File: src/sv/trm_pkg.sv
// ----------------------------------------------------------------------------
// trm_pkg
// Shared types and constants of the three channel RMS meter core.
// ----------------------------------------------------------------------------
package trm_pkg;

   localparam int SUM_W       = 34;
   localparam int ROOT_W      = SUM_W / 2;
   localparam int GAIN_W      = 24;
   localparam int CENTER_W    = 12;
   localparam int OFFSET_W    = 12;
   localparam int VALUE_W     = 16;
   localparam int PROD_W      = ROOT_W + GAIN_W;
   localparam int FRAC_W      = 16;
   localparam int DIV_STEPS   = SUM_W;
   localparam int SQRT_STEPS  = ROOT_W;
   localparam int STEP_W      = 6;
   localparam int CSR_INDEX_W = 3;
   localparam int CSR_DATA_W  = 24;
   localparam int CHAN_COUNT  = 3;

   typedef enum logic [CSR_INDEX_W-1:0] {
      REG_CENTER_CODE      = 3'd0,
      REG_OFFSET_CODE      = 3'd1,
      REG_VOLTAGE_GAIN     = 3'd2,
      REG_CURRENT_GAIN     = 3'd3,
      REG_VOLTAGE_FLOOR    = 3'd4,
      REG_CURRENT_FLOOR    = 3'd5,
      REG_SELECT_THRESHOLD = 3'd6
   } csr_index_type;

   typedef enum logic [1:0] {
      CHAN_ONE   = 2'd0,
      CHAN_TWO   = 2'd1,
      CHAN_THREE = 2'd2,
      CHAN_DONE  = 2'd3
   } chan_type;

   typedef enum logic [2:0] {
      ST_IDLE,
      ST_ACCUM,
      ST_SOLVE,
      ST_SOLVE_WAIT,
      ST_OUTPUT
   } top_state_type;

   typedef enum logic [2:0] {
      SV_IDLE,
      SV_DIV,
      SV_SQRT,
      SV_MUL,
      SV_FIN
   } solve_state_type;

   typedef struct packed {
      logic start;
      logic clear;
   } acc_ctrl_type;

   typedef struct packed {
      logic                 done;
      logic [VALUE_W-1:0]   value;
   } solve_stat_type;

endpackage

File: src/sv/trm_accum.sv
// ----------------------------------------------------------------------------
// trm_accum
// Sum of squares per channel, one shared squarer stepped over the channels.
// ----------------------------------------------------------------------------
module trm_accum
   import trm_pkg::*;
#(
   parameter int CODE_BITS = 12
) (
   input  logic                 clock,
   input  logic                 reset,
   input  acc_ctrl_type         ctrl,
   input  logic [CENTER_W-1:0]  center,
   input  logic [CODE_BITS-1:0] code_one,
   input  logic [CODE_BITS-1:0] code_two,
   input  logic [CODE_BITS-1:0] code_three,
   output logic                 busy,
   output logic [SUM_W-1:0]     sum_one,
   output logic [SUM_W-1:0]     sum_two,
   output logic [SUM_W-1:0]     sum_three
);

   localparam int DIFF_W = (CODE_BITS > CENTER_W) ? CODE_BITS : CENTER_W;
   localparam int SQ_W   = 2 * DIFF_W;

   logic [CODE_BITS-1:0] code_ff [CHAN_COUNT];
   chan_type             phase_ff;
   logic                 busy_ff;
   logic [SQ_W-1:0]      sq_ff;
   logic [SUM_W-1:0]     sum_ff [CHAN_COUNT];

   logic [CODE_BITS-1:0] sel_code;
   logic [DIFF_W-1:0]    code_ext;
   logic [DIFF_W-1:0]    center_ext;
   logic [DIFF_W-1:0]    diff;
   logic [SUM_W-1:0]     acc_sel;
   logic [SUM_W:0]       acc_sum;
   logic [SUM_W-1:0]     acc_in;

   always_comb begin
      unique case (phase_ff)
         CHAN_ONE:   sel_code = code_ff[0];
         CHAN_TWO:   sel_code = code_ff[1];
         CHAN_THREE: sel_code = code_ff[2];
         default:    sel_code = '0;
      endcase
      code_ext   = DIFF_W'(sel_code);
      center_ext = DIFF_W'(center);
      diff       = (code_ext >= center_ext) ? (code_ext - center_ext) : (center_ext - code_ext);
      unique case (phase_ff)
         CHAN_TWO:   acc_sel = sum_ff[0];
         CHAN_THREE: acc_sel = sum_ff[1];
         CHAN_DONE:  acc_sel = sum_ff[2];
         default:    acc_sel = '0;
      endcase
      acc_sum = {1'b0, acc_sel} + (SUM_W+1)'(sq_ff);
      acc_in  = acc_sum[SUM_W] ? '1 : acc_sum[SUM_W-1:0];
   end

   always_ff @(posedge clock) begin
      if (reset) begin
         busy_ff  <= 1'b0;
         phase_ff <= CHAN_ONE;
         for (int i = 0; i < CHAN_COUNT; i++) begin
            sum_ff[i] <= '0;
         end
      end else if (ctrl.clear) begin
         busy_ff  <= 1'b0;
         phase_ff <= CHAN_ONE;
         for (int i = 0; i < CHAN_COUNT; i++) begin
            sum_ff[i] <= '0;
         end
      end else if (ctrl.start) begin
         busy_ff  <= 1'b1;
         phase_ff <= CHAN_ONE;
      end else if (busy_ff) begin
         unique case (phase_ff)
            CHAN_ONE:   phase_ff <= CHAN_TWO;
            CHAN_TWO: begin
               phase_ff  <= CHAN_THREE;
               sum_ff[0] <= acc_in;
            end
            CHAN_THREE: begin
               phase_ff  <= CHAN_DONE;
               sum_ff[1] <= acc_in;
            end
            CHAN_DONE: begin
               phase_ff  <= CHAN_ONE;
               sum_ff[2] <= acc_in;
               busy_ff   <= 1'b0;
            end
         endcase
      end
   end

   always_ff @(posedge clock) begin
      if (ctrl.start) begin
         code_ff[0] <= code_one;
         code_ff[1] <= code_two;
         code_ff[2] <= code_three;
      end
      sq_ff <= diff * diff;
   end

   assign busy      = busy_ff;
   assign sum_one   = sum_ff[0];
   assign sum_two   = sum_ff[1];
   assign sum_three = sum_ff[2];

endmodule

File: src/sv/trm_solver.sv
// ----------------------------------------------------------------------------
// trm_solver
// Mean, square root, offset and gain of one channel on a shared subtractor.
// ----------------------------------------------------------------------------
module trm_solver
   import trm_pkg::*;
#(
   parameter int COUNT_W = 13
) (
   input  logic                 clock,
   input  logic                 reset,
   input  logic                 start,
   input  logic [SUM_W-1:0]     sum,
   input  logic [COUNT_W-1:0]   count,
   input  logic [GAIN_W-1:0]    gain,
   input  logic [OFFSET_W-1:0]  offset,
   input  logic [VALUE_W-1:0]   floor_val,
   output solve_stat_type       stat
);

   localparam int SUB_W   = (COUNT_W + 1 > ROOT_W + 3) ? COUNT_W + 1 : ROOT_W + 3;
   localparam int SCALE_W = PROD_W + 1 - FRAC_W;

   solve_state_type      state_ff, state_in;
   logic [STEP_W-1:0]    step_ff;
   logic [SUM_W-1:0]     q_ff;
   logic [SUB_W-1:0]     rem_ff;
   logic [ROOT_W-1:0]    root_ff;
   logic [PROD_W-1:0]    prod_ff;

   logic [SUB_W-1:0]     sub_a;
   logic [SUB_W-1:0]     sub_b;
   logic [SUB_W:0]       sub_res;
   logic                 borrow;
   logic [ROOT_W-1:0]    offset_ext;
   logic [ROOT_W-1:0]    dval;
   logic [PROD_W:0]      rounded;
   logic [SCALE_W-1:0]   scaled;
   logic [VALUE_W-1:0]   sat;

   always_comb begin
      unique case (state_ff)
         SV_SQRT: begin
            sub_a = {rem_ff[SUB_W-3:0], q_ff[SUM_W-1:SUM_W-2]};
            sub_b = SUB_W'({root_ff, 2'b01});
         end
         default: begin
            sub_a = {rem_ff[SUB_W-2:0], q_ff[SUM_W-1]};
            sub_b = SUB_W'(count);
         end
      endcase
      sub_res = {1'b0, sub_a} - {1'b0, sub_b};
      borrow  = sub_res[SUB_W];
   end

   always_comb begin
      offset_ext = ROOT_W'(offset);
      dval       = (root_ff > offset_ext) ? (root_ff - offset_ext) : '0;
      rounded    = {1'b0, prod_ff} + (PROD_W+1)'(1 << (FRAC_W - 1));
      scaled     = rounded[PROD_W:FRAC_W];
      sat        = (|scaled[SCALE_W-1:VALUE_W]) ? '1 : scaled[VALUE_W-1:0];
      stat.done  = (state_ff == SV_FIN);
      stat.value = (sat < floor_val) ? '0 : sat;
   end

   always_comb begin
      state_in = state_ff;
      unique case (state_ff)
         SV_IDLE: begin
            if (start) begin
               state_in = (count == '0) ? SV_SQRT : SV_DIV;
            end
         end
         SV_DIV:  if (step_ff == '0) state_in = SV_SQRT;
         SV_SQRT: if (step_ff == '0) state_in = SV_MUL;
         SV_MUL:  state_in = SV_FIN;
         SV_FIN:  state_in = SV_IDLE;
         default: state_in = SV_IDLE;
      endcase
   end

   always_ff @(posedge clock) begin
      if (reset) begin
         state_ff <= SV_IDLE;
      end else begin
         state_ff <= state_in;
      end
   end

   always_ff @(posedge clock) begin
      unique case (state_ff)
         SV_IDLE: begin
            rem_ff  <= '0;
            root_ff <= '0;
            if (count == '0) begin
               q_ff    <= '0;
               step_ff <= STEP_W'(SQRT_STEPS - 1);
            end else begin
               q_ff    <= sum;
               step_ff <= STEP_W'(DIV_STEPS - 1);
            end
         end
         SV_DIV: begin
            q_ff <= {q_ff[SUM_W-2:0], ~borrow};
            if (step_ff == '0) begin
               rem_ff  <= '0;
               step_ff <= STEP_W'(SQRT_STEPS - 1);
            end else begin
               rem_ff  <= borrow ? sub_a : sub_res[SUB_W-1:0];
               step_ff <= step_ff - 1'b1;
            end
         end
         SV_SQRT: begin
            q_ff    <= {q_ff[SUM_W-3:0], 2'b00};
            rem_ff  <= borrow ? sub_a : sub_res[SUB_W-1:0];
            root_ff <= {root_ff[ROOT_W-2:0], ~borrow};
            step_ff <= step_ff - 1'b1;
         end
         SV_MUL: begin
            prod_ff <= dval * gain;
         end
         default: begin
         end
      endcase
   end

endmodule

File: src/sv/three_channel_rms_meter_core.sv
// ----------------------------------------------------------------------------
// three_channel_rms_meter_core
// True RMS of two voltage channels and one current channel over a window.
// ----------------------------------------------------------------------------
//   Channel | Direction | Handshake          | Payload
//   req     | in        | req_valid/stall    | ch1..ch3 codes, last
//   rsp     | out       | rsp_valid/stall    | voltage_one/two, current_ma, active
//   csr     | in        | csr_write          | csr_index, csr_wdata
//
// A frame word is accepted from idle, stepped over the channels on the shared
// squarer, and the core then returns to idle.
// After a last frame each channel is solved in turn (a start, 34 divide steps,
// 17 root steps, a multiply and a finish), and the result word is loaded once
// the response side is free.
// Reset is synchronous; no clearing pass is needed after it.
// A pending result word is held while rsp_stall is high and new frames are taken.
// ----------------------------------------------------------------------------
module three_channel_rms_meter_core
   import trm_pkg::*;
#(
   parameter int MAX_FRAMES = 4096,
   parameter int CODE_BITS  = 12
) (
   input  logic                   clock,
   input  logic                   reset,
   input  logic                   req_valid,
   output logic                   req_stall,
   input  logic [CODE_BITS-1:0]   req_ch1_code,
   input  logic [CODE_BITS-1:0]   req_ch2_code,
   input  logic [CODE_BITS-1:0]   req_ch3_code,
   input  logic                   req_last,
   output logic                   rsp_valid,
   input  logic                   rsp_stall,
   output logic [VALUE_W-1:0]     rsp_voltage_one,
   output logic [VALUE_W-1:0]     rsp_voltage_two,
   output logic [VALUE_W-1:0]     rsp_current_ma,
   output logic [VALUE_W-1:0]     rsp_active_voltage,
   input  logic                   csr_write,
   input  logic [CSR_INDEX_W-1:0] csr_index,
   input  logic [CSR_DATA_W-1:0]  csr_wdata
);

   localparam int COUNT_W = $clog2(MAX_FRAMES + 1);

   top_state_type         state_ff, state_in;
   chan_type              chan_ff, chan_in;
   logic                  last_ff;
   logic [COUNT_W-1:0]    count_ff;
   logic [VALUE_W-1:0]    res_ff [CHAN_COUNT];
   logic                  rsp_valid_ff;
   logic [VALUE_W-1:0]    rsp_one_ff, rsp_two_ff, rsp_cur_ff, rsp_act_ff;

   logic [CENTER_W-1:0]   center_ff;
   logic [OFFSET_W-1:0]   offset_ff;
   logic [GAIN_W-1:0]     vgain_ff;
   logic [GAIN_W-1:0]     igain_ff;
   logic [VALUE_W-1:0]    vfloor_ff;
   logic [VALUE_W-1:0]    ifloor_ff;
   logic [VALUE_W-1:0]    thresh_ff;

   logic                  accept;
   logic                  full;
   logic                  load_rsp;
   logic                  solve_start;
   acc_ctrl_type          acc_ctrl;
   logic                  acc_busy;
   logic [SUM_W-1:0]      sum_one, sum_two, sum_three;
   logic [SUM_W-1:0]      solve_sum;
   logic [GAIN_W-1:0]     solve_gain;
   logic [VALUE_W-1:0]    solve_floor;
   solve_stat_type        solve_stat;

   assign req_stall = (state_ff != ST_IDLE);
   assign accept    = req_valid && !req_stall;
   assign full      = (count_ff >= COUNT_W'(MAX_FRAMES));

   always_comb begin
      state_in       = state_ff;
      chan_in        = chan_ff;
      solve_start    = 1'b0;
      load_rsp       = 1'b0;
      acc_ctrl.start = accept && !full;
      acc_ctrl.clear = 1'b0;
      unique case (state_ff)
         ST_IDLE: begin
            if (accept) begin
               state_in = ST_ACCUM;
            end
         end
         ST_ACCUM: begin
            if (!acc_busy) begin
               chan_in  = CHAN_ONE;
               state_in = last_ff ? ST_SOLVE : ST_IDLE;
            end
         end
         ST_SOLVE: begin
            solve_start = 1'b1;
            state_in    = ST_SOLVE_WAIT;
         end
         ST_SOLVE_WAIT: begin
            if (solve_stat.done) begin
               if (chan_ff == CHAN_THREE) begin
                  state_in = ST_OUTPUT;
               end else begin
                  chan_in  = chan_type'(chan_ff + 1'b1);
                  state_in = ST_SOLVE;
               end
            end
         end
         ST_OUTPUT: begin
            if (!rsp_valid_ff || !rsp_stall) begin
               load_rsp       = 1'b1;
               acc_ctrl.clear = 1'b1;
               state_in       = ST_IDLE;
            end
         end
         default: state_in = ST_IDLE;
      endcase
   end

   always_ff @(posedge clock) begin
      if (reset) begin
         state_ff     <= ST_IDLE;
         chan_ff      <= CHAN_ONE;
         count_ff     <= '0;
         rsp_valid_ff <= 1'b0;
         center_ff    <= CENTER_W'(2048);
         offset_ff    <= OFFSET_W'(1018);
         vgain_ff     <= GAIN_W'(658733);
         igain_ff     <= GAIN_W'(1319991);
         vfloor_ff    <= VALUE_W'(320);
         ifloor_ff    <= VALUE_W'(205);
         thresh_ff    <= VALUE_W'(800);
      end else begin
         state_ff <= state_in;
         chan_ff  <= chan_in;
         if (load_rsp) begin
            count_ff <= '0;
         end else if (accept && !full) begin
            count_ff <= count_ff + 1'b1;
         end
         if (load_rsp) begin
            rsp_valid_ff <= 1'b1;
         end else if (!rsp_stall) begin
            rsp_valid_ff <= 1'b0;
         end
         if (csr_write) begin
            unique case (csr_index)
               REG_CENTER_CODE:      center_ff <= csr_wdata[CENTER_W-1:0];
               REG_OFFSET_CODE:      offset_ff <= csr_wdata[OFFSET_W-1:0];
               REG_VOLTAGE_GAIN:     vgain_ff  <= csr_wdata[GAIN_W-1:0];
               REG_CURRENT_GAIN:     igain_ff  <= csr_wdata[GAIN_W-1:0];
               REG_VOLTAGE_FLOOR:    vfloor_ff <= csr_wdata[VALUE_W-1:0];
               REG_CURRENT_FLOOR:    ifloor_ff <= csr_wdata[VALUE_W-1:0];
               REG_SELECT_THRESHOLD: thresh_ff <= csr_wdata[VALUE_W-1:0];
               default: begin
               end
            endcase
         end
      end
   end

   always_ff @(posedge clock) begin
      if (accept) begin
         last_ff <= req_last;
      end
      if (state_ff == ST_SOLVE_WAIT && solve_stat.done) begin
         unique case (chan_ff)
            CHAN_ONE:   res_ff[0] <= solve_stat.value;
            CHAN_TWO:   res_ff[1] <= solve_stat.value;
            default:    res_ff[2] <= solve_stat.value;
         endcase
      end
      if (load_rsp) begin
         rsp_one_ff <= res_ff[0];
         rsp_two_ff <= res_ff[1];
         rsp_cur_ff <= res_ff[2];
         rsp_act_ff <= (res_ff[0] > thresh_ff) ? res_ff[0] : res_ff[1];
      end
   end

   always_comb begin
      unique case (chan_ff)
         CHAN_ONE: begin
            solve_sum   = sum_one;
            solve_gain  = vgain_ff;
            solve_floor = vfloor_ff;
         end
         CHAN_TWO: begin
            solve_sum   = sum_two;
            solve_gain  = vgain_ff;
            solve_floor = vfloor_ff;
         end
         default: begin
            solve_sum   = sum_three;
            solve_gain  = igain_ff;
            solve_floor = ifloor_ff;
         end
      endcase
   end

   trm_accum #(
      .CODE_BITS (CODE_BITS)
   ) u_accum (
      .clock      (clock),
      .reset      (reset),
      .ctrl       (acc_ctrl),
      .center     (center_ff),
      .code_one   (req_ch1_code),
      .code_two   (req_ch2_code),
      .code_three (req_ch3_code),
      .busy       (acc_busy),
      .sum_one    (sum_one),
      .sum_two    (sum_two),
      .sum_three  (sum_three)
   );

   trm_solver #(
      .COUNT_W (COUNT_W)
   ) u_solver (
      .clock     (clock),
      .reset     (reset),
      .start     (solve_start),
      .sum       (solve_sum),
      .count     (count_ff),
      .gain      (solve_gain),
      .offset    (offset_ff),
      .floor_val (solve_floor),
      .stat      (solve_stat)
   );

   assign rsp_valid          = rsp_valid_ff;
   assign rsp_voltage_one    = rsp_one_ff;
   assign rsp_voltage_two    = rsp_two_ff;
   assign rsp_current_ma     = rsp_cur_ff;
   assign rsp_active_voltage = rsp_act_ff;

endmodule

File: config.mk
export PLATFORM = sky130hd
export DESIGN_NAME = three_channel_rms_meter_core
export DESIGN_NICKNAME = d
export VERILOG_FILES = /design/src/sv/trm_pkg.sv /design/src/sv/trm_accum.sv /design/src/sv/trm_solver.sv /design/src/sv/three_channel_rms_meter_core.sv
export SDC_FILE = /design/constraint.sdc
export NUM_CORES = 2
export LEC_CHECK = 0
export ABC_CLOCK_PERIOD_IN_PS = 10150
export BUFFER_PORTS_ARGS = -buffer_cell sky130_fd_sc_hd__buf_4
export CORE_MARGIN = 2
export CORE_UTILIZATION = 61
export DETAILED_ROUTE_END_ITERATION = 6
export PLACE_DENSITY = 0.78
export REMOVE_ABC_BUFFERS = 1
export SYNTH_ARGS = -nofsm -noshare
export SYNTH_HDL_FRONTEND = slang
export SYNTH_HIERARCHICAL = 1
export SYNTH_SLANG_ARGS = --single-unit
File: constraint.sdc
create_clock -name clock -period 10.15 [get_ports clock]
set_clock_uncertainty 0.15 [all_clocks]
set_input_delay 0 -clock clock [delete_from_list [all_inputs] [get_ports clock]]
set_output_delay 0 -clock clock [all_outputs]
set_load 0.005 [all_outputs]
==> results_dict.tcl <==
set metrics [dict create \
    cts_root_buffer "clkbuf_16" \
    io_buffers 134 \
    end_kind "flip-flop" \
    mappedNetlistArea_um2 43000 \
    fp.dieW_um 269 \
    antenna_found_initial 4 \
    syn2layout_area_growth_pct 11.5 \
    drv_cap 0 \
    globalRouteMet1Util 0.440 \
    crit_path_top_delay_cell "xnor2_2" \
    grt_overflow_total 0 \
    post_cts_buffers 0 \
    grt_pass1_wl_mm 186 \
    via_per_inst 6.02 \
    ys_ff_latch 521 \
    ioPinCount 135 \
    drv_slew 0 \
    finalCoreUtilization 0.686 \
    die_y_um 269 \
    routed_wl_mm 116 \
    reg2reg_to "u_accum/sq_ff[23]$_DFF_P_" \
    r2r-start "u_accum/phase_ff[0]$_SDFFE_PP0P_" \
    seq_area_frac_synth 0.325 \
    drtIter0Drc 3904 \
    min_from "csr_wdata[18]" \
    ys.warnings.count 6 \
    crit_required_ns 10.51 \
    hold_end "vgain_ff[18]$_SDFFE_PP0P_" \
    clk_path_buf_depth 3 \
    dieArea_um2 72600 \
    hold_class "primary input to flip-flop" \
    ys.flop_type "edfxtp_1" \
    fin_nets 5450 \
    setup_viol 0 \
    netlist_top_cells_area "edfxtp_1 25%, fa_1 19%, ha_1 8.5%" \
    place.gp.congestion 0.934 \
    dp.final_hpwl_mm 83.4 \
    clkSlewWorstSetupHoldPaths_ns 0.07 \
    drive_gt1_frac 0.0906 \
    synth_edf_count 353 \
    worst_pin_slew_ns 1.29 \
    cts_tree "built" \
    vias 34100 \
    cp-start-kind "flip-flop" \
    slew_headroom 0.136 \
    fillers 5351 \
    async_reset_ff_frac 0 \
    postSynthAreaPerCell_um2 9.53 \
    synth.distinct_cells 96 \
    yosys.area.top_type "edfxtp_1" \
    rrSetupSlack_ns 0.69 \
    rsz0062_at_grt "false" \
    htree_levels 2 \
    clk_latency_ns 0.65 \
    grt_use_total 0.321 \
    cp_slowest_stage_delay_ns 0.59 \
    period_minus_slack_ns 9.46 \
    core_area_um2 69900 \
    wl_per_cell_um 20.5 \
    fmax_mhz 106 \
    worst-setup-path-type "flip-flop to flip-flop" \
    drc_errors 61 \
    hold_viol_final 0 \
    synthCells 4513 \
    grt_max_degree 81 \
    numCtsBuffers 55 \
    status "complete, but fails checks" \
    grt-busiest-layer "met2" \
    gr-usage-met2 0.505 \
    synthDominantCellAreaShare 0.247 \
    violations "DRC" \
    postRouteAntennaNets 0 \
    rr_worst_depth 36 \
    hold_buffers 124 \
    grt_pass1_vias 34200 \
    numClockSinks 521 \
    initial_core_util 0.615 \
    drt_pass1_iterations 7 \
    use_met3 0.0601 \
    cts_resized 0 \
    holdPathStages 4 \
    fin_crit_sh 0.932 \
    num_rows 97 \
    critPathMaxFanout 15 \
    worstPathArrival_ns 9.82 \
]
[flip-flops by register name (all words and copies together), names as in the netlist, 3 cells and up]
register,count
u_accum/code_ff,36
rsp_active_voltage,16
u_solver/step_ff,6
count_ff,13
vfloor_ff,16
u_solver/q_ff,34
res_ff,48
rsp_voltage_two,16
rsp_voltage_one,16
thresh_ff,16
u_solver/state_ff,3
ifloor_ff,16
rsp_current_ma,16
u_accum/sq_ff,23
igain_ff,24
vgain_ff,24
u_solver/root_ff,17
u_solver/prod_ff,26
offset_ff,12
center_ff,12
u_accum/sum_ff,102
u_solver/rem_ff,19
state_ff,3
[metal layers]
layer,share of wire,vias up
met1,0.40,16500
met4,0.046,4
met5,0.00021,-
met2,0.45,1853
li1,-,15400
met3,0.10,329
[layout make-up]
class	count	area, um^2	share of cell area
Clock inverter	32	340	0.00710
Clock buffer	72	1530	0.0320
Antenna cell	2	5.00	0.000104
Tap cell	940	1180	0.0245
Multi-Input combinational cell	3095	25700	0.535
Timing Repair Buffer	319	2710	0.0564
Sequential cell	521	14000	0.291
Inverter	684	2570	0.0536
[critical path, delay by kind of cell, from the launching register on]
kind	cells	cell delay (ns)
compound gates	14	2.68
xor+xnor	2	0.71
fa+ha+maj	9	3.85
buf+inv	6	0.38
flops	1	0.41
mux	1	0.35
simple gates	4	0.80
[synth_stat cells, types with 43 or more instances]
library cell	count
a21oi_1	236
a222oi_1	65
and2_1	43
and3_1	107
clkbuf_1	161
dfxtp_1	168
edfxtp_1	353
fa_1	413
ha_1	292
inv_1	680
mux2_2	47
nand2_1	729
nand3_1	134
nand3b_1	47
nor2_1	237
nor3_1	57
o21ai_0	66
xnor2_1	88
[cells by family (layout without fill, tap and decap cells)]
family / after synthesis / in the layout / synth area share
AO/OA/AOI/OAI: 653 / 653 / 0.104
XOR/XNOR: 135 / 135 / 0.0290
adder cells (fa/ha/maj): 705 / 705 / 0.277
buffers and inverters: 897 / 1107 / 0.0805
flip-flops: 521 / 521 / 0.325
multiplexers: 71 / 71 / 0.0179
other: 0 / 2 / 0
AND/OR/NAND/NOR: 1531 / 1531 / 0.166
[through the flow]
step / cell area [um^2] / cells / setup WS [ns] / hold slack, ns / setup TNS (ns)
floorplan: 42100 / 4300 / -0.198 / -0.0809 / -0.974
global placement: 44800 / 5435 / 0.914 / 0.0288 / 0
detailed placement: 44800 / 5435 / 0.826 / 0.0296 / 0
CTS: 48000 / 5663 / 0.778 / 0.0109 / 0
global route: 48000 / 5665 / 0.145 / 0.0380 / 0
finish: 48000 / 5665 / 0.688 / 0.0259 / 0
[cells in the final DEF (no fill, tap or decap), types with 56 or more instances in the layout]
cell	n
nand2_1	729
inv_1	680
fa_1	413
edfxtp_1	353
ha_1	290
nor2_1	233
a21oi_1	233
buf_4	195
dfxtp_1	168
nand3_1	134
dlygate4sd3_1	124
and3_1	107
xnor2_1	87
o21ai_0	66
a222oi_1	65
clkbuf_16	58
nor3_1	56
[worst max-delay path by stage]
stage	cells after the start	slack [ns]	startpoint	to
2_1_floorplan	28	-0.20	offset_ff[1]$_SDFFE_PP1P_	u_solver/prod_ff[39]$_DFFE_PP_
3_3_place_gp	36	0.91	u_accum/phase_ff[0]$_SDFFE_PP0P_	u_accum/sq_ff[23]$_DFF_P_
3_5_place_dp	36	0.83	u_accum/phase_ff[0]$_SDFFE_PP0P_	u_accum/sq_ff[23]$_DFF_P_
4_1_cts	36	0.78	u_accum/phase_ff[0]$_SDFFE_PP0P_	u_accum/sq_ff[23]$_DFF_P_
5_1_grt	36	0.14	u_accum/phase_ff[0]$_SDFFE_PP0P_	u_accum/sq_ff[23]$_DFF_P_
6_report	36	0.69	u_accum/phase_ff[0]$_SDFFE_PP0P_	u_accum/sq_ff[23]$_DFF_P_
Power is not shown: default switching activity piles up to over one toggle a cycle in this logic, so the estimate is an artifact.
